[config.mk]
export PLATFORM = sky130hd
export DESIGN_NAME = osdq_div
export DESIGN_NICKNAME = d
export VERILOG_FILES = /design/src/osdq_pkg.sv /design/src/osdq_div.sv
export SDC_FILE = /design/constraint.sdc
export NUM_CORES = 1
export LEC_CHECK = 0
export BUFFER_PORTS_ARGS = -buffer_cell sky130_fd_sc_hd__buf_2
export CAP_MARGIN = 25
export CORE_ASPECT_RATIO = 0.6
export CORE_UTILIZATION = 59
export DETAILED_ROUTE_END_ITERATION = 12
export PLACE_DENSITY_LB_ADDON = 0.08
export SYNTH_ARGS = -nofsm -noshare
export SYNTH_HDL_FRONTEND = slang
export SYNTH_SLANG_ARGS = --single-unit
[constraint.sdc]
create_clock -name clk -period 3.35 [get_ports clk]
set_input_delay 0.335 -clock clk [delete_from_list [all_inputs] [get_ports clk]]
set_output_delay 0.335 -clock clk [all_outputs]
set_load 0.02 [all_outputs]
[src/osdq_pkg.sv]
package osdq_pkg;

	// Fixed field widths of the item and result words.
	localparam int SIZE_W = 23;
	localparam int ANG_W  = 16;
	localparam int CNT_W  = 4;
	localparam int DIST_W = 26;
	localparam int NORM_W = 16;

	// Widths of the length path. Components are limited to 2^30 before squaring.
	localparam int MAG_W = 31;
	localparam int SQ_W  = 62;
	localparam int LEN_W = 31;
	localparam int QUO_W = 15;
	localparam int NUM_W = 46;

	localparam longint COMP_LIM = 64'sd1073741824;

	localparam logic signed [NORM_W-1:0] NORM_ONE = 16'sd16384;
	localparam logic signed [DIST_W-1:0] DIST_MAX = 26'sd33554431;
	localparam logic signed [DIST_W-1:0] DIST_MIN = -26'sd33554431 - 26'sd1;

	localparam logic FUNC_LOAD   = 1'b0;
	localparam logic FUNC_QUERY  = 1'b1;
	localparam logic KIND_CIRCLE = 1'b0;
	localparam logic KIND_BOX    = 1'b1;

endpackage

[src/osdq_div.sv]
module osdq_div import osdq_pkg::*; (
	input  logic             clk,
	input  logic             arst_n,
	input  logic             start,
	input  logic [MAG_W-1:0] mag,
	input  logic [LEN_W-1:0] den,
	output logic             done,
	output logic [QUO_W-1:0] quot
);

	localparam int CNT_BITS = $clog2(QUO_W + 1);

	logic [NUM_W-1:0]    num;
	logic [LEN_W-1:0]    rem_q;
	logic [QUO_W-1:0]    low_q;
	logic [QUO_W-1:0]    quot_q;
	logic [LEN_W-1:0]    den_q;
	logic [CNT_BITS-1:0] cnt_q;
	logic                busy_q;
	logic                done_q;
	logic [LEN_W:0]      r2;
	logic [LEN_W:0]      r2_sub;

	// Rounded quotient: (mag * 2^14 + den / 2) / den. As mag never exceeds den,
	// the quotient fits in QUO_W bits and the upper numerator part is below den.
	assign num    = NUM_W'({mag, 14'b0}) + NUM_W'(den >> 1);
	assign r2     = {rem_q, low_q[QUO_W-1]};
	assign r2_sub = r2 - {1'b0, den_q};

	always_ff @(posedge clk or negedge arst_n) begin
		if (!arst_n) begin
			busy_q <= 1'b0;
			done_q <= 1'b0;
		end else begin
			done_q <= 1'b0;
			if (start) begin
				busy_q <= 1'b1;
			end else if (busy_q && cnt_q == CNT_BITS'(1)) begin
				busy_q <= 1'b0;
				done_q <= 1'b1;
			end
		end
	end

	always_ff @(posedge clk) begin
		if (start) begin
			rem_q  <= num[NUM_W-1:QUO_W];
			low_q  <= num[QUO_W-1:0];
			den_q  <= den;
			quot_q <= '0;
			cnt_q  <= CNT_BITS'(QUO_W);
		end else if (busy_q) begin
			low_q <= low_q << 1;
			cnt_q <= cnt_q - CNT_BITS'(1);
			if (r2 >= {1'b0, den_q}) begin
				rem_q  <= r2_sub[LEN_W-1:0];
				quot_q <= {quot_q[QUO_W-2:0], 1'b1};
			end else begin
				rem_q  <= r2[LEN_W-1:0];
				quot_q <= {quot_q[QUO_W-2:0], 1'b0};
			end
		end
	end

	assign done = done_q;
	assign quot = quot_q;

endmodule

# Word-level counts from Yosys, hierarchy flattened
# Index checks and enable logic that the tools add are counted.
# totals
regBits	98
output_inout_bits	16
# op_classes
order_cmp	1
add_sub_neg	3
eq_ne	1
mux	10
reduce_logical	3
# ops
cell	n
two-way mux 31 bit	3
adder 45 x 30 -> 46 bit	1
>= comparator 32 x 31 -> 1 bit	1
subtractor 31 bit	1
two-way mux 15 bit	2
two-way mux 1 bit	5
== test 4 x 1 -> 1 bit (second input constant)	1
nonzero test 2 bit	2
subtractor 4 x 1 -> 4 bit (second input constant)	1
logical AND 1 bit	1

# Logic depth before layout (Yosys ltp)
# depth
word_depth	4
depth_mapped	14
mapped_depth_nobuf	11

# Least setup slack after synthesis
# Ideal clock, no wire load.
# synth_path
kind	register to register
start	register low_q[14]
end	register rem_q[22], data pin
arrival_time_ns	2.630
t_required_ns	3.089
slack_ns	0.459
n_path_buf	2
synth_period_minus_slack_ns	2.891
path_stages_with_launch	14
setup_ns	0.261
path_cell_list	edfxtp_1 > inv_1 > ha_1 > fa_1 > nand2b_1 > a21oi_1 > o41a_1 > a211o_1 > buf_2 > o21ai_4 > buf_6 > mux2i_1 > nor2_1 > o32a_1
# synth_between
elab_chain_cells	4
word_cells_on_any_way	5
cone_classes	add/sub (1); order compare (1); mux (3)
# synth_lines
element	line_no	text
start: declaration	osdq_div.sv:15	logic [QUO_W-1:0] low_q;
start signal: assignment	osdq_div.sv:48	low_q <= num[QUO_W-1:0];
start signal: assignment	osdq_div.sv:53	low_q <= low_q << 1;
subtractor 31 bit / >= comparator 32 x 31 -> 1 bit (equally long branches)	osdq_div.sv:28, osdq_div.sv:55	
two-way mux 31 bit *	osdq_div.sv:55	if (r2 >= {1'b0, den_q}) begin
two-way mux 31 bit *	osdq_div.sv:52	end else if (busy_q) begin
two-way mux 31 bit *	osdq_div.sv:46	if (start) begin
end signal: assignment	osdq_div.sv:47	rem_q <= num[NUM_W-1:QUO_W];
end signal: assignment	osdq_div.sv:56	rem_q <= r2_sub[LEN_W-1:0];
end signal: assignment	osdq_div.sv:59	rem_q <= r2[LEN_W-1:0];
end: declaration	osdq_div.sv:14	logic [LEN_W-1:0] rem_q;
# Every way passes the cells marked *; elsewhere a longest branch is shown, timed or not. The select of a mux whose other input is x is not followed.
# A chain may end at the register's enable or synchronous reset.

# Final worst setup path
# layout_path
start	register low_q[14]
end	register rem_q[19], data pin
# Same word-level chain as after synthesis.

==> run summary <==
# H-tree levels -> 3
WHS Endpoint -> den_q[0]
Ports -> 81
R2R depth -> 12
buffers added on ports -> 80
initial antenna violation count -> 0
Vias -> 5744
Worst-Skew Late Latency -> 0.35 ns
routed len/inst -> 18.9 um
R2R setup slack -> 0.19 ns
area leader, netlist -> edfxtp_1
largest net degree at the start of global routing -> 47
pre-CTS setup slack -> 0.0969 ns
Die Span Y -> 85.1 um
final hold viol count -> 0
asr flop ratio synth -> 2.04%
Initial Util -> 62.3%
Power Density -> 804 nW/um2
die area -> 11900 um2
synthesized flop and latch total -> 98
Worst-Margin Slew -> 0.674 ns
gpl congestion -> 0.949
crit path DAT -> 3.23 ns
sequential share of the synthesized area -> 40.4%
Hold Path Stages -> 1
Setup-failing EPs final -> 0
fin cells -> 923
CTS tree -> done
pins over their slew limit -> 0
crit path launch type -> flip-flop
hold_ws -> 0.156 ns
placed insts -> 906
Pwr Total -> 6190 uW
num rows -> 29
top-count cell post-synth -> edfxtp_1
Yosys top cell area share -> 34.1%
hpwl dp -> 13300 um
clock tree buffer depth -> 2
final worst setup slack -> 0.189 ns
die width -> 140 um
fillcell total -> 801
final WL -> 17400 um
clk sink count -> 98
required time worst endpoint -> 3.42 ns
Mapped Nets -> 815
# diodes -> 0
Inserted Clock Buffers -> 9
Syn Inst Count -> 699
f_max -> 316 MHz
Post-synth top cells -> edfxtp_1, nor2_1, inv_1, a21oi_1, ha_1
crit-path max FO -> 16
Area Overhead vs Synth -> 13.5%
synth warn -> 0
Setup TNS -> 0 ns
ratio of cells with drive above 1 in the final layout -> 18.8%
clock-pin slew on the worst setup and hold paths -> 0.08 ns
Post-CTS Setup Bufs -> 0
headroom to the max-slew limit -> 55.0%
GRT Util Overall -> 30.1%
EDFF count, synth -> 77
Max IR drop VDD -> 411 uV
gr ovfl total -> 0
Synth cell types -> 69
Routed Antenna Nets -> 0
drt pass-1 iters -> 5
number of remaining DRC errors -> 0
vias in the first global route -> 5306
clock skew -> 0.00871 ns
crit path time final -> 3.16 ns
CORE AREA -> 10900 um2
Max Cap Violations -> 0
Synth Cell Area -> 6790 um2
drt initial violations -> 643
commonest register cell after synthesis -> edfxtp_1
reg2reg start -> low_q[14]
r2r endpoint -> rem_q[19]
Final period util -> 94.3%
worst hold path class -> input port to flip-flop
Crit. End Element -> flip-flop
Clock Tree Root -> clkbuf_16
HP Start -> den[0]
Leak Pwr -> 0.00342 uW
status -> complete, no violations
first-pass GRT wire length -> 27600 um
kind of critical path -> flip-flop to flip-flop
drt via density -> 6.22
nets -> 895
syn_area_per_cell -> 9.71 um2
largest cells by area after synthesis -> edfxtp_1, ha_1, dfxtp_1
## critical path: stages (launching register included)
cell and delay (ns):
edfxtp_1 0.39, inv_1 0.08, ha_1 0.18, fa_1 0.22, nand2b_1 0.17, a21oi_2 0.08
o41a_1 0.42, a211o_1 0.39, o21ai_4 0.22, buf_4 0.26, nor2_1 0.10, a211oi_1 0.28
a21oi_1 0.10
## how the worst max path moves through the flow
stage	end	cells after the start	startpoint
3_5_place_dp	rem_q[29]	9	rem_q[11]
3_3_place_gp	rem_q[29]	9	rem_q[11]
4_1_cts	rem_q[29]	9	rem_q[11]
6_report	rem_q[19]	12	low_q[14]
2_1_floorplan	rem_q[29]	11	mag[0]
5_1_grt	rem_q[30]	12	low_q[14]
## logic make-up (layout without fill, tap and decap cells)
kind of cell               Yosys count  count (layout)  synth area share, %
muxes                               41              41                 6.42
xor gates and xnor gates            50              50                 6.45
buffers and inverters               84             169                 5.01
DFF                                 98              98                 40.4
AOI/OAI and AO/OA                  184             184                 18.3
and+or+nand+nor                    191             191                 13.8
adders and majority gates           51              51                 9.62
## layout make-up
| type | instances | area, um2 | area share (%) |
|---|---|---|---|
| inverters | 52 | 195 | 2.53 |
| multi-input cells | 517 | 3720 | 48.3 |
| repair buffers | 101 | 563 | 7.31 |
| flip-flops and latches | 98 | 2740 | 35.6 |
| clock buffers | 9 | 225 | 2.92 |
| well taps | 139 | 174 | 2.26 |
| clock inverters | 7 | 78.8 | 1.02 |
## cells in the final DEF, fill, tap and decap left out, types with 5 or more instances in the layout
cell type | synthesis | final
o21bai_1 | 5 | 5
nor2_1 | 61 | 61
and4_1 | 5 | 5
nand3_1 | 18 | 18
xnor2_1 | 28 | 28
nor3_1 | 9 | 9
buf_4 | 4 | 21
a21oi_1 | 49 | 48
o21ai_0 | 27 | 27
nand2b_1 | 12 | 12
a211oi_1 | 16 | 16
and3_1 | 9 | 9
nand4_1 | 10 | 10
edfxtp_1 | 77 | 77
xor2_1 | 22 | 22
ha_1 | 49 | 49
dfxtp_1 | 19 | 19
nand2_1 | 43 | 43
o21ai_1 | 11 | 11
inv_1 | 52 | 51
a21o_1 | 19 | 19
buf_2 | 2 | 79
clkbuf_16 | 0 | 9
mux2i_1 | 21 | 21
mux2_2 | 20 | 20
## flip-flops by register name, summed over array words and instances, names as in the netlist
register	flops
low_q	15
quot	15
cnt_q	4
done	1
rem_q	31
busy_q	1
den_q	31
## metrics by stage
step / instance area [um2] / utilization (%)
2_1_floorplan: 6790 / -
3_3_place_gp: 7370 / 67.7
3_5_place_dp: 7370 / 67.7
4_1_cts: 7680 / 70.6
5_1_grt: 7700 / 70.8
6_report: 7700 / 70.8
## timing repair
| item | CTS | global route |
|---|---|---|
| endpoints found under the setup margin | 0 | 7 |
| gates resized for setup | 0 | 3 |
| hold endpoints to repair | 2 | 0 |
| hold buffers | 1 | 0 |
## report_power, final
| group | internal (uW) | switching, uW | total [uW] |
|---|---|---|---|
| sequential | 1660 | 161 | 1820 |
| clock | 536 | 532 | 1070 |
| combinational | 1390 | 1910 | 3300 |
| total | 3580 | 2610 | 6190 |
## layer usage
layer  vias to the layer above  GRT usage, %  part of all wire [%]
li1                       2739             -                     -
met1                      2700          44.7                    46
met2                       288          43.7                    42
met3                        17          8.35                    11
met4                         0          6.13                  0.86
met5                         -             0                     0
(Power assumes the default switching activity.)
