### src/osdq_pkg.sv
package osdq_pkg;

	// Fixed field widths of the item and result words.
	localparam int SIZE_W = 23;
	localparam int ANG_W  = 16;
	localparam int CNT_W  = 4;
	localparam int DIST_W = 26;
	localparam int NORM_W = 16;

	// Widths of the length path. Components are limited to 2^30 before squaring.
	localparam int MAG_W = 31;
	localparam int SQ_W  = 62;
	localparam int LEN_W = 31;
	localparam int QUO_W = 15;
	localparam int NUM_W = 46;

	localparam longint COMP_LIM = 64'sd1073741824;

	localparam logic signed [NORM_W-1:0] NORM_ONE = 16'sd16384;
	localparam logic signed [DIST_W-1:0] DIST_MAX = 26'sd33554431;
	localparam logic signed [DIST_W-1:0] DIST_MIN = -26'sd33554431 - 26'sd1;

	localparam logic FUNC_LOAD   = 1'b0;
	localparam logic FUNC_QUERY  = 1'b1;
	localparam logic KIND_CIRCLE = 1'b0;
	localparam logic KIND_BOX    = 1'b1;

endpackage

### src/osdq_isqrt.sv
module osdq_isqrt import osdq_pkg::*; (
	input  logic             clk,
	input  logic             arst_n,
	input  logic             start,
	input  logic [SQ_W-1:0]  radicand,
	output logic             done,
	output logic [LEN_W-1:0] root
);

	localparam int REM_W = LEN_W + 1;
	localparam int CNT_BITS = $clog2(LEN_W + 1);

	logic [SQ_W-1:0]     src_q;
	logic [REM_W-1:0]    rem_q;
	logic [LEN_W-1:0]    root_q;
	logic [CNT_BITS-1:0] cnt_q;
	logic                busy_q;
	logic                done_q;
	logic [REM_W+1:0]    rem_sh;
	logic [REM_W+1:0]    trial;
	logic [REM_W+1:0]    diff;

	// One result bit per cycle: bring down two radicand bits, try root*4+1.
	assign rem_sh = {rem_q, src_q[SQ_W-1 -: 2]};
	assign trial  = {1'b0, root_q, 2'b01};
	assign diff   = rem_sh - trial;

	always_ff @(posedge clk or negedge arst_n) begin
		if (!arst_n) begin
			busy_q <= 1'b0;
			done_q <= 1'b0;
		end else begin
			done_q <= 1'b0;
			if (start) begin
				busy_q <= 1'b1;
			end else if (busy_q && cnt_q == CNT_BITS'(1)) begin
				busy_q <= 1'b0;
				done_q <= 1'b1;
			end
		end
	end

	always_ff @(posedge clk) begin
		if (start) begin
			src_q  <= radicand;
			rem_q  <= '0;
			root_q <= '0;
			cnt_q  <= CNT_BITS'(LEN_W);
		end else if (busy_q) begin
			src_q <= src_q << 2;
			cnt_q <= cnt_q - CNT_BITS'(1);
			if (rem_sh >= trial) begin
				rem_q  <= diff[REM_W-1:0];
				root_q <= {root_q[LEN_W-2:0], 1'b1};
			end else begin
				rem_q  <= rem_sh[REM_W-1:0];
				root_q <= {root_q[LEN_W-2:0], 1'b0};
			end
		end
	end

	assign done = done_q;
	assign root = root_q;

endmodule

### config.mk
export PLATFORM = sky130hd
export DESIGN_NAME = osdq_isqrt
export DESIGN_NICKNAME = d
export VERILOG_FILES = /design/src/osdq_pkg.sv /design/src/osdq_isqrt.sv
export SDC_FILE = /design/constraint.sdc
export NUM_CORES = 1
export LEC_CHECK = 0
export CAP_MARGIN = 15
export CORE_ASPECT_RATIO = 0.7
export CORE_MARGIN = 1
export CORE_UTILIZATION = 30
export CTS_BUF_LIST = sky130_fd_sc_hd__clkbuf_4 sky130_fd_sc_hd__clkbuf_8 sky130_fd_sc_hd__clkbuf_16
export DETAILED_ROUTE_END_ITERATION = 10
export DONT_BUFFER_PORTS = 1
export PLACE_DENSITY_LB_ADDON = 0.08
export SYNTH_ARGS = -nofsm -noshare
export SYNTH_HDL_FRONTEND = slang
export SYNTH_SLANG_ARGS = --single-unit
### constraint.sdc
create_clock -name clk -period 8.3 [get_ports clk]
set_clock_uncertainty 0.2 [all_clocks]
set_input_delay 1.245 -clock clk [delete_from_list [all_inputs] [get_ports clk]]
set_output_delay 1.245 -clock clk [all_outputs]
set_load 0.005 [all_outputs]
# Yosys cells after proc, flatten, opt, wreduce, memory -nomap -nowiden
# Index checks and enable logic that the tools add are counted.
[totals]
ff_bits = 132
in_bits = 65
output_inout_bits = 32
wordCells = 21
[op_classes]
addsub = 2
n_lt_le_gt_ge = 1
n_eq_ne = 1
mux = 8
n_reduce_logical = 3
[ops]
columns = ["cell", "n"]
rows = [
  ["2-to-1 mux 62 bit", 2],
  ["greater-or-equal comparator 34 x 33 -> 1 bit", 1],
  ["2-to-1 mux 32 bit", 1],
  ["subtractor 32 bit", 1],
  ["== test 5 x 1 -> 1 bit, second input constant", 1],
  ["2-to-1 mux 1 bit", 5],
  ["subtractor 5 x 1 -> 5 bit, second input constant", 1],
  ["nonzero test 2 bit", 2],
  ["logical AND 1 bit", 1],
]

# Longest topological paths before layout
[logic_depth]
ltp_word = 4
ltp_mapped = 12
mapped_depth_nobuf = 10

# Worst setup path after synthesis
# No wires, ideal clock.
[synth_timing]
path_type = "input to register"
start = "input start"
end = "register src_q[0] (enable)"
setup_ns = 0.416
arrival_time_ns = 2.966
t_required_ns = 7.684
setup_slack_ns = 4.719
stages = 4
path_buffers = 2
cell_sequence = "clkbuf_1 -> nor2_1 -> clkbuf_1 -> inv_1"
[synth_via]
elab_chain_len = 1
[synth_rtl]
columns = ["element", "line", "text"]
rows = [
  ["start, declared", "osdq_isqrt.sv:4", "input logic start,"],
  ["nonzero test 2 bit (no source line)", "-", ""],
  ["end signal, assigned", "osdq_isqrt.sv:45", "src_q <= radicand;"],
  ["end signal, assigned", "osdq_isqrt.sv:50", "src_q <= src_q << 2;"],
  ["end, declared", "osdq_isqrt.sv:13", "logic [SQ_W-1:0] src_q;"],
]
# No other way between the ends.
# A chain may end at the register's enable or synchronous reset.

# Final worst setup path
[layout_timing]
start = "register root_q[10] (netlist: root[10])"
end = "register rem_q[25]"
[layout_via]
elab_chain_len = 2
word_cells_on_any_way = 3
classes_between = "add/sub: 1; order compare: 1; mux: 1"
[layout_rtl]
columns = ["element", "line", "text"]
rows = [
  ["start, declared", "osdq_isqrt.sv:15", "logic [LEN_W-1:0] root_q;"],
  ["start signal, assigned", "osdq_isqrt.sv:54", "root_q <= {root_q[LEN_W-2:0], 1'b1};"],
  ["start signal, assigned", "osdq_isqrt.sv:57", "root_q <= {root_q[LEN_W-2:0], 1'b0};"],
  ["subtractor 32 bit / greater-or-equal comparator 34 x 33 -> 1 bit (equally long branches)", "osdq_isqrt.sv:26, osdq_isqrt.sv:52", ""],
  ["2-to-1 mux 32 bit *", "osdq_isqrt.sv:52", "if (rem_sh >= trial) begin"],
  ["end signal, assigned", "osdq_isqrt.sv:53", "rem_q <= diff[REM_W-1:0];"],
  ["end signal, assigned", "osdq_isqrt.sv:56", "rem_q <= rem_sh[REM_W-1:0];"],
  ["end, declared", "osdq_isqrt.sv:14", "logic [REM_W-1:0] rem_q;"],
]
# Every way passes the cells marked *; elsewhere a longest branch is shown, timed or not.

==> impl_metrics.yaml <==
worst_setup_path:
  r2r_start: "root[10]"
  r2r_setup_slack_ns: 4.58
  rr_worst_depth: 10
  cp-start-kind: "flip-flop"
  crit_path_end_kind: "flip-flop"
  critPathKind: "flip-flop to flip-flop"
  cp_data_required_time_ns: 8.40
  path_max_fanout: 32
  worst_r2r_endpoint: "rem_q[25]"
  crit_arrival_ns: 3.83
  cp-startpoint: "root[10]"
detailed_routing:
  dr.first_iter.drc_count: 371
  via_per_inst: 5.264
  vias: 5459
  detail_route.wl_per_cell_um: 18.97
  drc: 0
  drt_wl_total_um: 19670
  first_pass_iters: 5
  antenna_left: 0
placed_design:
  port_buffers: 0
  gp_congestion: 0.8424
  dpl.hpwl_um: 13160
hold_path:
  min_to: "rem_q[30]"
  min_path_cells: 2
  hold_class: "flip-flop to flip-flop"
  min_from: "rem_q[30]"
grt:
  grt_pass1_wl_um: 31210
  grt_max_degree: 116
  antenna_found_initial: 2
  gr-total-overflow: 0
  grt_usage_pct: 16.17
  grt_pass1_vias: 5395
sta:
  fmax_ghz: 0.2685
  slew_violations: 0
  fin_setup_tns_ns: 0
  final-hold-violation-count: 0
  rsz0062_at_grt: "no"
  max_slew.worst_pin.slew_ns: 1.154
  finalCritPeriodShare_pct: 44.87
  post-route-min-period_ns: 3.724
  timing.slew.headroom_pct: 22.76
  setup_viol: 0
clock_network:
  cts-root-buf: "clkbuf_16"
  clkTransAtPathRegs_ns: 0.06
  clockBufferDepth: 2
  ctsResizeCount: 0
  cts_tree: "done"
  numCtsBuffers: 17
  holdBufCountCts: 0
  clk_latency_ns: 0.42
  post_cts_buffers: 0
  cts.sinks: 132
  cts_max_level: 4
run_status:
  outcome: "finished, final reports clean"
power_and_ir_drop:
  p_per_area_nw_per_um2: 364.7
  power_w: 0.002984
  ir_drop_uv: 168.2
  p_leak_nw: 3.263
logic_synthesis:
  synth.avg_cell_area_um2: 10.14
  synth_edf_count: 62
  synthTopCellsByArea: "edfxtp_1, dfxtp_1, mux2_2"
  ys_seq_elements: 132
  synthMuxAreaShare_pct: 13.44
  synth_cell_types: 68
  yosysTopAreaCell: "edfxtp_1"
  synth-compound-area-share_pct: 15.74
  synthArstFlopShare_pct: 1.515
  ys_warn_count: 0
  synth_top_family_by_area: "compound AO/OA/AOI/OAI gates"
  synth_simple_gate_area_share_pct: 12.45
  syn_area_um2: 7338
  synth_top_area_share_pct: 25.37
  synth_seq_area_share_pct: 44.60
  synth-xor-area-share_pct: 3.103
  synthCells: 724
  synth_top_flop_cell: "dfxtp_1"
  synth_fa_ha_area_share_pct: 5.968
  syn_nets: 824
die:
  ios: 97
  die_x_um: 188.9
  die_area_um2: 25100
  core.rowCount: 47
  core_um2: 23820
  start_util_pct: 30.81
  die_h_um: 132.9
cells_and_area:
  n_antenna_cell: 0
  area_delta_synth_final_pct: 11.51
  drive_gt1_share_pct: 15.58
  finalNetCount: 806
flow_run:
  drv_cap: 0
[metrics by stage]
stage	hold WS, ns	worst slack [ns]	util (%)	instance area [um^2]	instances
floorplan	0.2400	4.719	-	7338	724
global placement	0.2681	4.627	31.88	7592	1005
detailed placement	0.2605	4.543	31.88	7592	1005
CTS	0.2762	4.514	34.36	8183	1037
global route	0.2813	4.279	34.36	8183	1037
finish	0.2769	4.576	34.36	8183	1037
[synthesized netlist by cell type (all sizes together), types with 19 or more instances]
cell type  count
clkbuf        30
mux2i         31
mux2          60
nand3         29
nand2         37
nor2          66
o21ai         36
ha            35
inv           44
a311oi        19
dfxtp         68
edfxtp        62
a21oi         34
[worst max-delay path by stage]
stage	cells past startpoint	to	slack (ns)
2_1_floorplan	4	src_q[0]	4.72
3_3_place_gp	10	rem_q[25]	4.63
3_5_place_dp	10	rem_q[25]	4.54
4_1_cts	10	rem_q[25]	4.51
5_1_grt	10	rem_q[25]	4.28
6_report	10	rem_q[25]	4.58
[layout make-up]
cell class	instances	area [um^2]
Fill cell	2408	15630
Clock inverter	10	110.1
Tap cell	318	397.9
Inverter	44	165.2
Clock buffer	22	480.5
Sequential cell	132	3274
Timing Repair Buffer	4	30.03
Multi-Input combinational cell	507	3725
[placed cells by master (no fill, tap or decap), types with 3 or more instances in the layout]
master and instances:
a211o_1 3, a211oi_1 3, clkbuf_16 18, buf_4 4
a21oi_1 33, and2_1 4, o21a_1 9, ha_1 35
and3_1 7, edfxtp_1 62, nand3b_1 4, mux2i_1 31
o22ai_1 3, dfxtp_1 68, nor2_1 66, inv_1 43
xor2_1 8, or3_1 5, clkinv_1 3, nand4_1 12
a21o_1 16, mux2_2 60, nor4_1 4, a311oi_1 19
nand2_1 37, o31ai_1 7, clkbuf_4 4, o311ai_0 3
nand3_1 29, o211ai_1 6, o21ai_0 34, xnor2_1 18
nor3_1 7, or2_2 4, clkinvlp_4 4
[metal layers]
metal / up-vias / global-route usage (%) / share of wire [%]
met2: 116 / 21.24 / 39
met3: 14 / 5.013 / 5.2
met1: 2687 / 24.88 / 55
li1: 2640 / - / -
met4: 2 / 4.077 / 0.85
met5: - / 0 / 0.056
[flip-flops by register name, summed over array words and instances (netlist names)]
register,cells
root,31
busy_q,1
cnt_q,5
rem_q,32
done,1
src_q,62
[kinds of logic (layout without fill, tap and decap cells)]
kind of cell | Yosys count | count (layout)
simple gates | 190 | 190
compound gates | 165 | 165
mux | 91 | 91
fa+ha+maj | 35 | 35
xor+xnor | 26 | 26
flops | 132 | 132
buf+inv | 85 | 80
[critical path, cell delays in order, from the launching register on]
cell and delay [ns]:
dfxtp_1 0.45, inv_1 0.07, ha_1 0.37, a21oi_1 0.23, a21boi_0 0.12, a311o_1 0.37
o21ba_1 0.20, o21a_2 0.26, o21ai_4 0.76, a21oi_1 0.21, a221o_1 0.35
[power breakdown]
part	internal, W	switching, W
registers	0.000781	0.0000657
logic	0.000567	0.000813
clock network	0.000470	0.000287
No activity file was read; power rests on OpenSTA's default activity.
