`config.mk`:
```
export PLATFORM = sky130hd
export DESIGN_NAME = osdq_table
export DESIGN_NICKNAME = d
export VERILOG_FILES = /design/src/osdq_table.sv
export SDC_FILE = /design/constraint.sdc
export NUM_CORES = 1
export LEC_CHECK = 0
export BUFFER_PORTS_ARGS = -buffer_cell sky130_fd_sc_hd__buf_2
export CORE_MARGIN = 8
export CORE_UTILIZATION = 47
export CTS_BUF_LIST = sky130_fd_sc_hd__clkbuf_2
export DETAILED_ROUTE_END_ITERATION = 12
export GPL_TIMING_DRIVEN = 0
export HOLD_SLACK_MARGIN = 0.15
export PLACE_DENSITY = 0.65
export SYNTH_ARGS = -nofsm -noshare
export SYNTH_HDL_FRONTEND = slang
export SYNTH_SLANG_ARGS = --single-unit
```
`constraint.sdc`:
```
create_clock -name clk -period 1.6 [get_ports clk]
set_input_delay 0 -clock clk [delete_from_list [all_inputs] [get_ports clk]]
set_output_delay 0 -clock clk [all_outputs]
set_load 0.02 [all_outputs]
```
`src/osdq_table.sv`:
```
module osdq_table #(
	parameter int DEPTH = 8,
	parameter int WIDTH = 8
) (
	input  logic             clk,
	input  logic             we,
	input  logic [((DEPTH > 1) ? $clog2(DEPTH) : 1)-1:0] waddr,
	input  logic [WIDTH-1:0] wdata,
	input  logic             re,
	input  logic [((DEPTH > 1) ? $clog2(DEPTH) : 1)-1:0] raddr,
	output logic [WIDTH-1:0] rdata
);

	logic [WIDTH-1:0] mem [DEPTH];

	always_ff @(posedge clk) begin
		if (we) begin
			mem[waddr] <= wdata;
		end
	end

	// The read word holds between reads.
	always_ff @(posedge clk) begin
		if (re) begin
			rdata <= mem[raddr];
		end
	end

endmodule

```
# [Yosys cells after proc, flatten, opt, wreduce, memory -nomap -nowiden]
# Memories as Yosys holds them, arrays and structs flattened. A register that Yosys moved wholly into a read port is not among the register bits.
# Cells that the tools add are included.
# W data, S select, Z words.
[word_totals] regBits=0 latch_bits=0 ramBits=64 romBits=0 mem_count=1
[classes] addsub=0 multipliers=0 n_div=0 n_lt_le_gt_ge=0 n_eq_ne=0 n_shift=0 muxes=2 n_bitwise=0 reduce_logical=0
[memory_table] name="mem" depth=8 width=8 rd=1 rd_clocked_by_memory_dff=1 wr=1 line_no="14" source="logic [WIDTH-1:0] mem [DEPTH];"
[ops] op="$mux W1" count=2

# [Logic depth before layout (Yosys ltp)]
# Gate-level depths: netlist of run 1.
[depth] ltp_word=2 depth_mapped=4 ltp_nobuf=2

# [Least setup slack after synthesis of run 1]
# OpenSTA, ideal clock, no wires.
[synth_timing] kind="register -> register" from="memory mem[3][1]" to="register rdata[1], read port of mem, data pin" arrival_ps=1063 path_slack_ps=277 stages_incl_launch_ff=3 n_path_buf=0 cell_sequence="edfxtp_1 mux4_1 mux2_2"
[synth_lines] item="start, declared" line_no="14"
[synth_lines] item="end, declared" line_no="11" source="output logic [WIDTH-1:0] rdata"

==> flow_metrics.tcl, run 1 <==
set metrics [dict create \
    cts_hold_buf 17 \
    crit_type "in2reg" \
    synth_xor_area_share_pct 0 \
    setup_tns_ns 0 \
    syn_nets 131 \
    crit_required_ns 1.82 \
    grt_max_degree 11 \
    cts_resized 0 \
    cts_buffers 9 \
    power.share.clock_pct 22.7 \
    r2r_setup_slack_ns 0.19 \
    diodes 0 \
    gr-total-overflow 0 \
    synth_area_mm2 0.00277 \
    fin_crit_sh_pct 92.3 \
    rsz0062_at_grt "no" \
    setup_violations 0 \
    ir_drop_mv 0.569 \
    antenna_found_initial 0 \
    slew_violations 0 \
    synth_area_leaders "edfxtp_1 78%, mux4_1 14%, mux2_2 3.3%" \
    yosysSeqAreaShare_pct 78.0 \
    wire_per_inst_um 20.5 \
    p_sw_uw 683 \
    nets 185 \
    initial_core_util_pct 47.7 \
    cp_max_fo 10 \
    startpoint_type "primary input" \
    cts-root-buf "clkbuf_2" \
    drtIter0Drc 73 \
    drt.antenna.violating_nets 0 \
    max_freq_mhz 677 \
    synth_warnings 0 \
    cts.htree.levels 3 \
    netSwitchingFraction_pct 21.7 \
    synth.largest_area_cell "edfxtp_1" \
    synth_compound_area_share_pct 0 \
    die_w_um 92.8 \
    globalplace.congestion 0.671 \
    grt_usage_pct 12.3 \
    ios 25 \
    syn2layout_area_growth_pct 17.5 \
    status "finished clean" \
    combPwrFrac_pct 8.4 \
    synth_mux_area_share_pct 18.3 \
    avgSynthCellArea_um2 24.3 \
    synthFlopType "edfxtp_1" \
    via_count 1322 \
    cts_tree "built" \
    period_minus_slack_ns 1.48 \
    p_leak_uw 0.00111 \
    synth-edff-count 72 \
    finalPower_uw 3140 \
    io_buffers 21 \
    yosys.area.top_type_share_pct 78.0 \
    grt_pass1_wl_um 7650 \
    drive_gt1_share_pct 27.1 \
    dpl.hpwl_um 3110 \
    synth-simple-area-share_pct 2.12 \
    maxCapViolations 0 \
    drt_first_pass_iters 4 \
    synthArstFlopShare_pct 0 \
    syn_inst 114 \
    internal-power_uw 2460 \
    synthTopCellsByCount "72 x edfxtp_1, 15 x mux4_1, 8 x mux2_2, 6 x nor2_1, 3 x nand2b_1" \
    hold_viol_final 0 \
    dpl-instance-area_mm2 0.00297 \
    power.share.sequential_pct 68.9 \
    die_y_um 92.8 \
    clock_path_buffers 2 \
    post-route-drc-count 0 \
    synth_top_family_by_area "multiplexers" \
    powerDensity_mw_per_mm2 965 \
    core_mm2 0.00582 \
    synth_most_common_cell "edfxtp_1" \
    tightest_slew_ns 0.919 \
    fin_worst_skew_ns 0.0155 \
    synth.distinct_cells 13 \
    cp-end-kind "flop" \
    relSlewSlack_pct 38.5 \
    rows 28 \
    die-area_mm2 0.00861 \
    clock_latency_ns 0.45 \
    cp.arrival_ns 1.70 \
    totalWireLength_um 5020 \
    clk_pin_slew_ns 0.17 \
    cts_setup_buffers 0 \
    synth-seq-cells 72 \
    grt_pass1_vias 1404 \
    worstHoldPathType "in2reg" \
    clock_sinks 72 \
    via_per_inst 5.40 \
    synthAdderAreaFrac_pct 0 \
    fin_area_mm2 0.00326 \
]
[layer usage]
metal  GRT usage (%)  wire [um]
met5               0          0
met2            20.4       2630
met3            3.07        197
met1            14.4       2130
met4            6.44         57
[registers in the layout, summed over array words and instances (netlist names)]
register,cells
mem,64
rdata,8
[worst max-delay path, cell delays in order]
cell,delay [ns]
dlygate4sd3_1,0.54
buf_6,0.16
buf_12,0.15
mux4_1,0.55
mux2_2,0.28
[metrics by stage]
step / instances / util (%) / setup WS, ns / hold WS, ns
after floorplan: 114 / - / 0.277 / 0.0989
after global placement: 210 / 51.1 / -0.0984 / 0.255
after detailed placement: 210 / 51.1 / -0.167 / 0.283
after CTS: 240 / 55.1 / 0.142 / 0.0349
after global routing: 245 / 56.0 / 0.0937 / 0.190
final: 245 / 56.0 / 0.123 / 0.186
[power by group through the flow]
| stage | registers (uW) | logic, uW | clock network (uW) |
|---|---|---|---|
| after floorplan | 2230 | 114 | 0 |
| after global placement | 2200 | 214 | 0 |
| after detailed placement | 2210 | 223 | 0 |
| after CTS | 2170 | 256 | 739 |
| after global routing | 2170 | 283 | 806 |
| final | 2170 | 263 | 714 |
[worst paths after layout]
kind | startpoint | to | cells after the start
worst max-delay path | raddr[0] | rdata[1] | 5
worst min-delay path | raddr[1] | rdata[6] | 2
worst max register to register | mem[1][4] | rdata[4] | 2
worst min register to register | mem[2][5] | rdata[5] | 2
[kinds of logic after synthesis]
kind of cell           count (synthesis)
and+or+nand+nor                       13
DFF                                   72
buffers and inverters                  5
muxes                                 24
[placed cells by master (no fill, tap or decap), drive strengths merged]
cell	synthesis	final
buf	4	26
clkbuf	1	11
clkinv	0	3
dlygate4sd3	0	21
edfxtp	72	72
mux2	8	8
mux4	16	16
nand2	2	2
nand2b	3	3
nor2	6	6
nor3	2	2
[final cells by class]
| type | count | area (um2) |
|---|---|---|
| clock buffer | 10 | 50.0 |
| sequential | 72 | 2160 |
| timing repair buffer | 43 | 323 |
| clock inverter | 3 | 12.5 |
| fill | 460 | 2560 |
| tap | 75 | 93.8 |
| buffer | 5 | 43.8 |
| multi-input combinational | 37 | 571 |
Note: power is estimated with default switching activity, not from simulation.
==> run 2, diff against run 1 <==
- CORE_UTILIZATION: 47 -> 48
- PLACE_DENSITY: 0.65 -> 0.67
==> run 2 against run 1 <==
Effect of this change: clock power up 78%; register-to-register slack worse by 0.02 ns; cell count down 2.0%.
==> flow_metrics.tcl, run 2 (synthesis gave the netlist of run 1 again) <==
set metrics [dict create \
    clock_path_buffers 2 \
    grt_pass1_vias 1390 \
    cp_max_fo 8 \
    rows 27 \
    fin_worst_skew_ns 0.0121 \
    hold_viol_final 0 \
    period_minus_slack_ns 1.46 \
    regMostFlops "mem" \
    largest_reg_flops 64 \
    power.share.sequential_pct 58.7 \
    slew_violations 0 \
    final_cell_mix "72 x edfxtp_1, 22 x buf_2, 15 x mux4_1, 15 x dlygate4sd3_1, 9 x clkbuf_2" \
    ios 25 \
    crit_chain "dlygate4sd3_1, buf_2, nand2b_1, nor2_1" \
    r2r_setup_slack_ns 0.17 \
    via_count 1309 \
    diodes 0 \
    syn2layout_area_growth_pct 18.8 \
    initial_core_util_pct 50.0 \
    timing.rr.end "rdata[1]" \
    ir_drop_mv 0.654 \
    fin_crit_sh_pct 91.3 \
    crit_type "in2reg" \
    crit_required_ns 1.73 \
    globalplace.congestion 0.680 \
    netSwitchingFraction_pct 20.4 \
    cts-root-buf "clkbuf_2" \
    final_common_cell "edfxtp_1" \
    grt_usage_pct 12.7 \
    cts.htree.levels 3 \
    powerDensity_mw_per_mm2 1120 \
    wire_per_inst_um 20.8 \
    cp-end-kind "flop" \
    p_leak_uw 0.00114 \
    reg_top3 "mem (64), rdata (8)" \
    relSlewSlack_pct 34.7 \
    grt_pass1_wl_um 7670 \
    totalWireLength_um 4980 \
    maxCapViolations 0 \
    drive_gt1_share_pct 29.8 \
    crit_path_start "waddr[1]" \
    via_per_inst 5.45 \
    dpl.hpwl_um 3090 \
    drtIter0Drc 99 \
    cp.depth 4 \
    slowest_delay_ns 0.74 \
    grt_max_degree 13 \
    core_mm2 0.00554 \
    timing.critical_path.buf_inv 2 \
    nets 180 \
    p_sw_uw 752 \
    worstHoldPathType "in2reg" \
    max_freq_mhz 684 \
    gr-total-overflow 0 \
    startpoint_type "primary input" \
    reg2reg_from "mem[1][1]" \
    post-route-drc-count 0 \
    die_y_um 92.0 \
    internal-power_uw 2940 \
    clock_sinks 72 \
    dp.cells 209 \
    rsz0062_at_grt "no" \
    cts_tree "built" \
    status "finished clean" \
    tightest_slew_ns 0.976 \
    cp.arrival_ns 1.59 \
    die-area_mm2 0.00846 \
    power.share.clock_pct 34.4 \
    die_w_um 92.0 \
    reg2regPathDepth 2 \
    io_buffers 21 \
    drt.antenna.violating_nets 0 \
    slowest_stage "nor2_1" \
    drt_first_pass_iters 4 \
    cts_buffers 9 \
    clk_pin_slew_ns 0.19 \
    setup_violations 0 \
    cp_top_family "simple AND/OR/NAND/NOR gates" \
    antenna_found_initial 0 \
    crit_end "mem[5][2]" \
    stdcell_count 240 \
    final_util_pct 59.4 \
    combPwrFrac_pct 6.9 \
    clock_latency_ns 0.49 \
]
==> run 2: layer usage <==
| layer | vias to the layer above | routed length [um] | track usage [%] |
|---|---|---|---|
| met1 | 667 | 2090 | 14.7 |
| met3 | 14 | 204 | 2.69 |
| met5 | - | 0 | 0 |
| met2 | 41 | 2520 | 20.5 |
| met4 | 0 | 167 | 9.40 |
| li1 | 587 | - | - |
==> run 2: power groups by stage <==
stage	combinational, uW	clock [uW]	sequential (uW)
global route	273	1370	2170
detailed placement	227	0	2210
finish	254	1270	2160
floorplan	114	0	2230
global placement	215	0	2200
CTS	256	1290	2170
==> run 2: layout make-up <==
| cell class | instances | area (um2) |
|---|---|---|
| flip-flops and latches | 72 | 2160 |
| plain buffers | 5 | 43.8 |
| clock buffers | 9 | 45.0 |
| multi-input cells | 37 | 571 |
| well taps | 72 | 90.1 |
| fillers | 415 | 2250 |
| clock inverters | 7 | 110 |
| repair buffers | 38 | 270 |
==> run 2: per-stage QoR <==
step / setup WS, ns / hold slack (ns) / power (uW) / instance area, um2 / setup TNS (ns)
after floorplan: 0.277 / 0.0989 / 2340 / 2770 / 0
after global placement: -0.191 / 0.252 / 2420 / 2970 / -2.28
after detailed placement: 0.00943 / 0.272 / 2440 / 2980 / 0
after CTS: 0.112 / 0.205 / 3710 / 3290 / 0
after global routing: 0.102 / 0.207 / 3820 / 3290 / 0
final: 0.139 / 0.215 / 3690 / 3290 / 0
==> run 2: worst min path at each step <==
stage          slack [ns]  cells after the start   endpoint      from
5_1_grt              0.21                      3   rdata[3]  raddr[2]
4_1_cts              0.21                      3   rdata[0]  raddr[2]
3_5_place_dp         0.27                      1  mem[2][6]  wdata[6]
2_1_floorplan         0.1                      0  mem[0][0]  wdata[0]
3_3_place_gp         0.25                      1  mem[1][1]  wdata[1]
6_report             0.22                      3   rdata[7]  raddr[2]
==> run 2: worst reg2reg max path, cell delays in order, from the launching register on <==
cell and delay, ns:
edfxtp_1 0.42, mux4_1 0.52, mux2_2 0.28
==> run 2: repair_timing <==
| action | CTS | global route |
|---|---|---|
| setup buffers | 0 | 0 |
| gates resized for setup | 0 | 1 |
| hold buffers | 15 | 0 |
| hold endpoints to repair | 136 | 0 |
| setup endpoints to repair | 0 | 4 |
==> run 3, diff against run 2 <==
- CORE_MARGIN: 8 -> 5
- TNS_END_PERCENT: default -> 30
==> run 3 against run 2 <==
Effect of this change: global-route usage is 0.83 points higher; clock-buffer cell count is 2 higher; total power is 15% lower; highest routed layer unchanged; via count is 1.7% lower; utilization is 1.1 points lower; clock power is 43% lower; non-clock buffer count is 4 higher.
==> flow_metrics.tcl, run 3 (synthesis gave the netlist of run 1 again) <==
set metrics [dict create \
    rsz0062_at_grt "no" \
    clk_pin_slew_ns 0.17 \
    reg_top3 "mem (64), rdata (8)" \
    drive_gt1_share_pct 27.1 \
    relSlewSlack_pct 35.8 \
    fillers 413 \
    largest_reg_flops 64 \
    final_cell_mix "72 x edfxtp_1, 22 x buf_2, 21 x dlygate4sd3_1" \
    use_met3_pct 3.84 \
    tightest_slew_ns 0.959 \
    regMostFlops "mem" \
    cp-end-kind "flop" \
    final_util_pct 58.4 \
    cp.arrival_ns 1.56 \
    worstHoldPathType "in2reg" \
    die_y_um 86.0 \
    grt_pass1_wl_um 6930 \
    totalWireLength_um 4720 \
    wire_per_inst_um 19.5 \
    cts_tree "built" \
    max_freq_mhz 686 \
    use_met2_pct 21.5 \
    slew_violations 0 \
    initial_core_util_pct 49.7 \
    antenna_found_initial 0 \
    dpl.hpwl_um 2870 \
    via_per_inst 5.32 \
    diodes 0 \
    clock_sinks 72 \
    cts-root-buf "clkbuf_2" \
    final_common_cell "edfxtp_1" \
    crit_type "in2reg" \
    status "finished clean" \
    finalPower_uw 3150 \
    cts.htree.levels 3 \
    setup_violations 0 \
    hold_viol_final 0 \
    core_mm2 0.00557 \
    min_from "we" \
    setup_tns_ns 0 \
    syn2layout_area_growth_pct 17.4 \
    cp_max_fo 8 \
    grt_busiest_layer "met2" \
    p_leak_uw 0.00111 \
    nets 184 \
    die-area_mm2 0.00739 \
    powerDensity_mw_per_mm2 968 \
    fin_crit_sh_pct 91.1 \
    reg2reg_from "mem[1][0]" \
    io_buffers 21 \
    grt_max_degree 11 \
    drt.antenna.violating_nets 0 \
    clock_path_buffers 2 \
    startpoint_type "primary input" \
    crit_required_ns 1.70 \
    drtIter0Drc 116 \
    gr-total-overflow 0 \
    via_count 1287 \
    grt_usage_pct 13.5 \
    maxCapViolations 0 \
    cts_buffers 9 \
    rows 27 \
    fin_worst_skew_ns 0.0160 \
    clock_latency_ns 0.46 \
    grt_pass1_vias 1330 \
    grtUsageMet1_pct 16.9 \
    crit_path_start "waddr[2]" \
    post-route-drc-count 0 \
    ir_drop_mv 0.522 \
    die_w_um 86.0 \
    period_minus_slack_ns 1.46 \
    drt_first_pass_iters 4 \
    globalplace.congestion 0.664 \
    ios 25 \
]
==> run 3: final cells by class <==
cell class / count / area [um2] / area share (%)
Buffer: 5 / 43.8 / 1.35
Clock buffer: 11 / 55.1 / 1.69
Clock inverter: 3 / 11.3 / 0.346
Multi-Input combinational cell: 37 / 576 / 17.7
Sequential cell: 72 / 2160 / 66.5
Tap cell: 72 / 90.1 / 2.77
Timing Repair Buffer: 42 / 315 / 9.69
==> run 3: routing by layer <==
layer  vias to the layer above  wire length [um]
li1                        596                 -
met1                       655              2070
met2                        30              2430
met3                         6               164
met4                         0                57
met5                         -                 0
==> run 3: final timing paths <==
path	endpoint	slack, ns	cells after the start
worst min-delay path	mem[3][6]	0.19	3
worst max register to register	rdata[0]	0.17	2
worst min register to register	rdata[2]	0.76	2
worst max-delay path	mem[0][4]	0.14	4
==> run 3: power by group <==
| part | internal [uW] | switching, uW |
|---|---|---|
| clock | 188 | 535 |
| combinational | 133 | 129 |
| sequential | 2150 | 13.4 |
==> run 3: repair_timing <==
action,CTS,global route
gates resized for setup,0,0
buffers inserted,0,0
endpoints found under the hold margin,129,16
hold buffers,17,4
==> run 3: metrics by stage <==
| step | cells | setup WS, ns | cell area [um2] | hold slack, ns |
|---|---|---|---|---|
| global route | 242 | 0.143 | 3250 | 0.188 |
| CTS | 238 | 0.169 | 3200 | 0.0583 |
| global placement | 207 | -0.0944 | 2970 | 0.257 |
| finish | 242 | 0.142 | 3250 | 0.193 |
| detailed placement | 207 | -0.279 | 2970 | 0.271 |
| floorplan | 114 | 0.277 | 2770 | 0.0989 |
==> run 3: worst max-delay path, stage by stage <==
cell and delay (ns):
buf_2 0.11, nand2b_1 0.19, dlygate4sd3_1 0.59, nor3_2 0.67
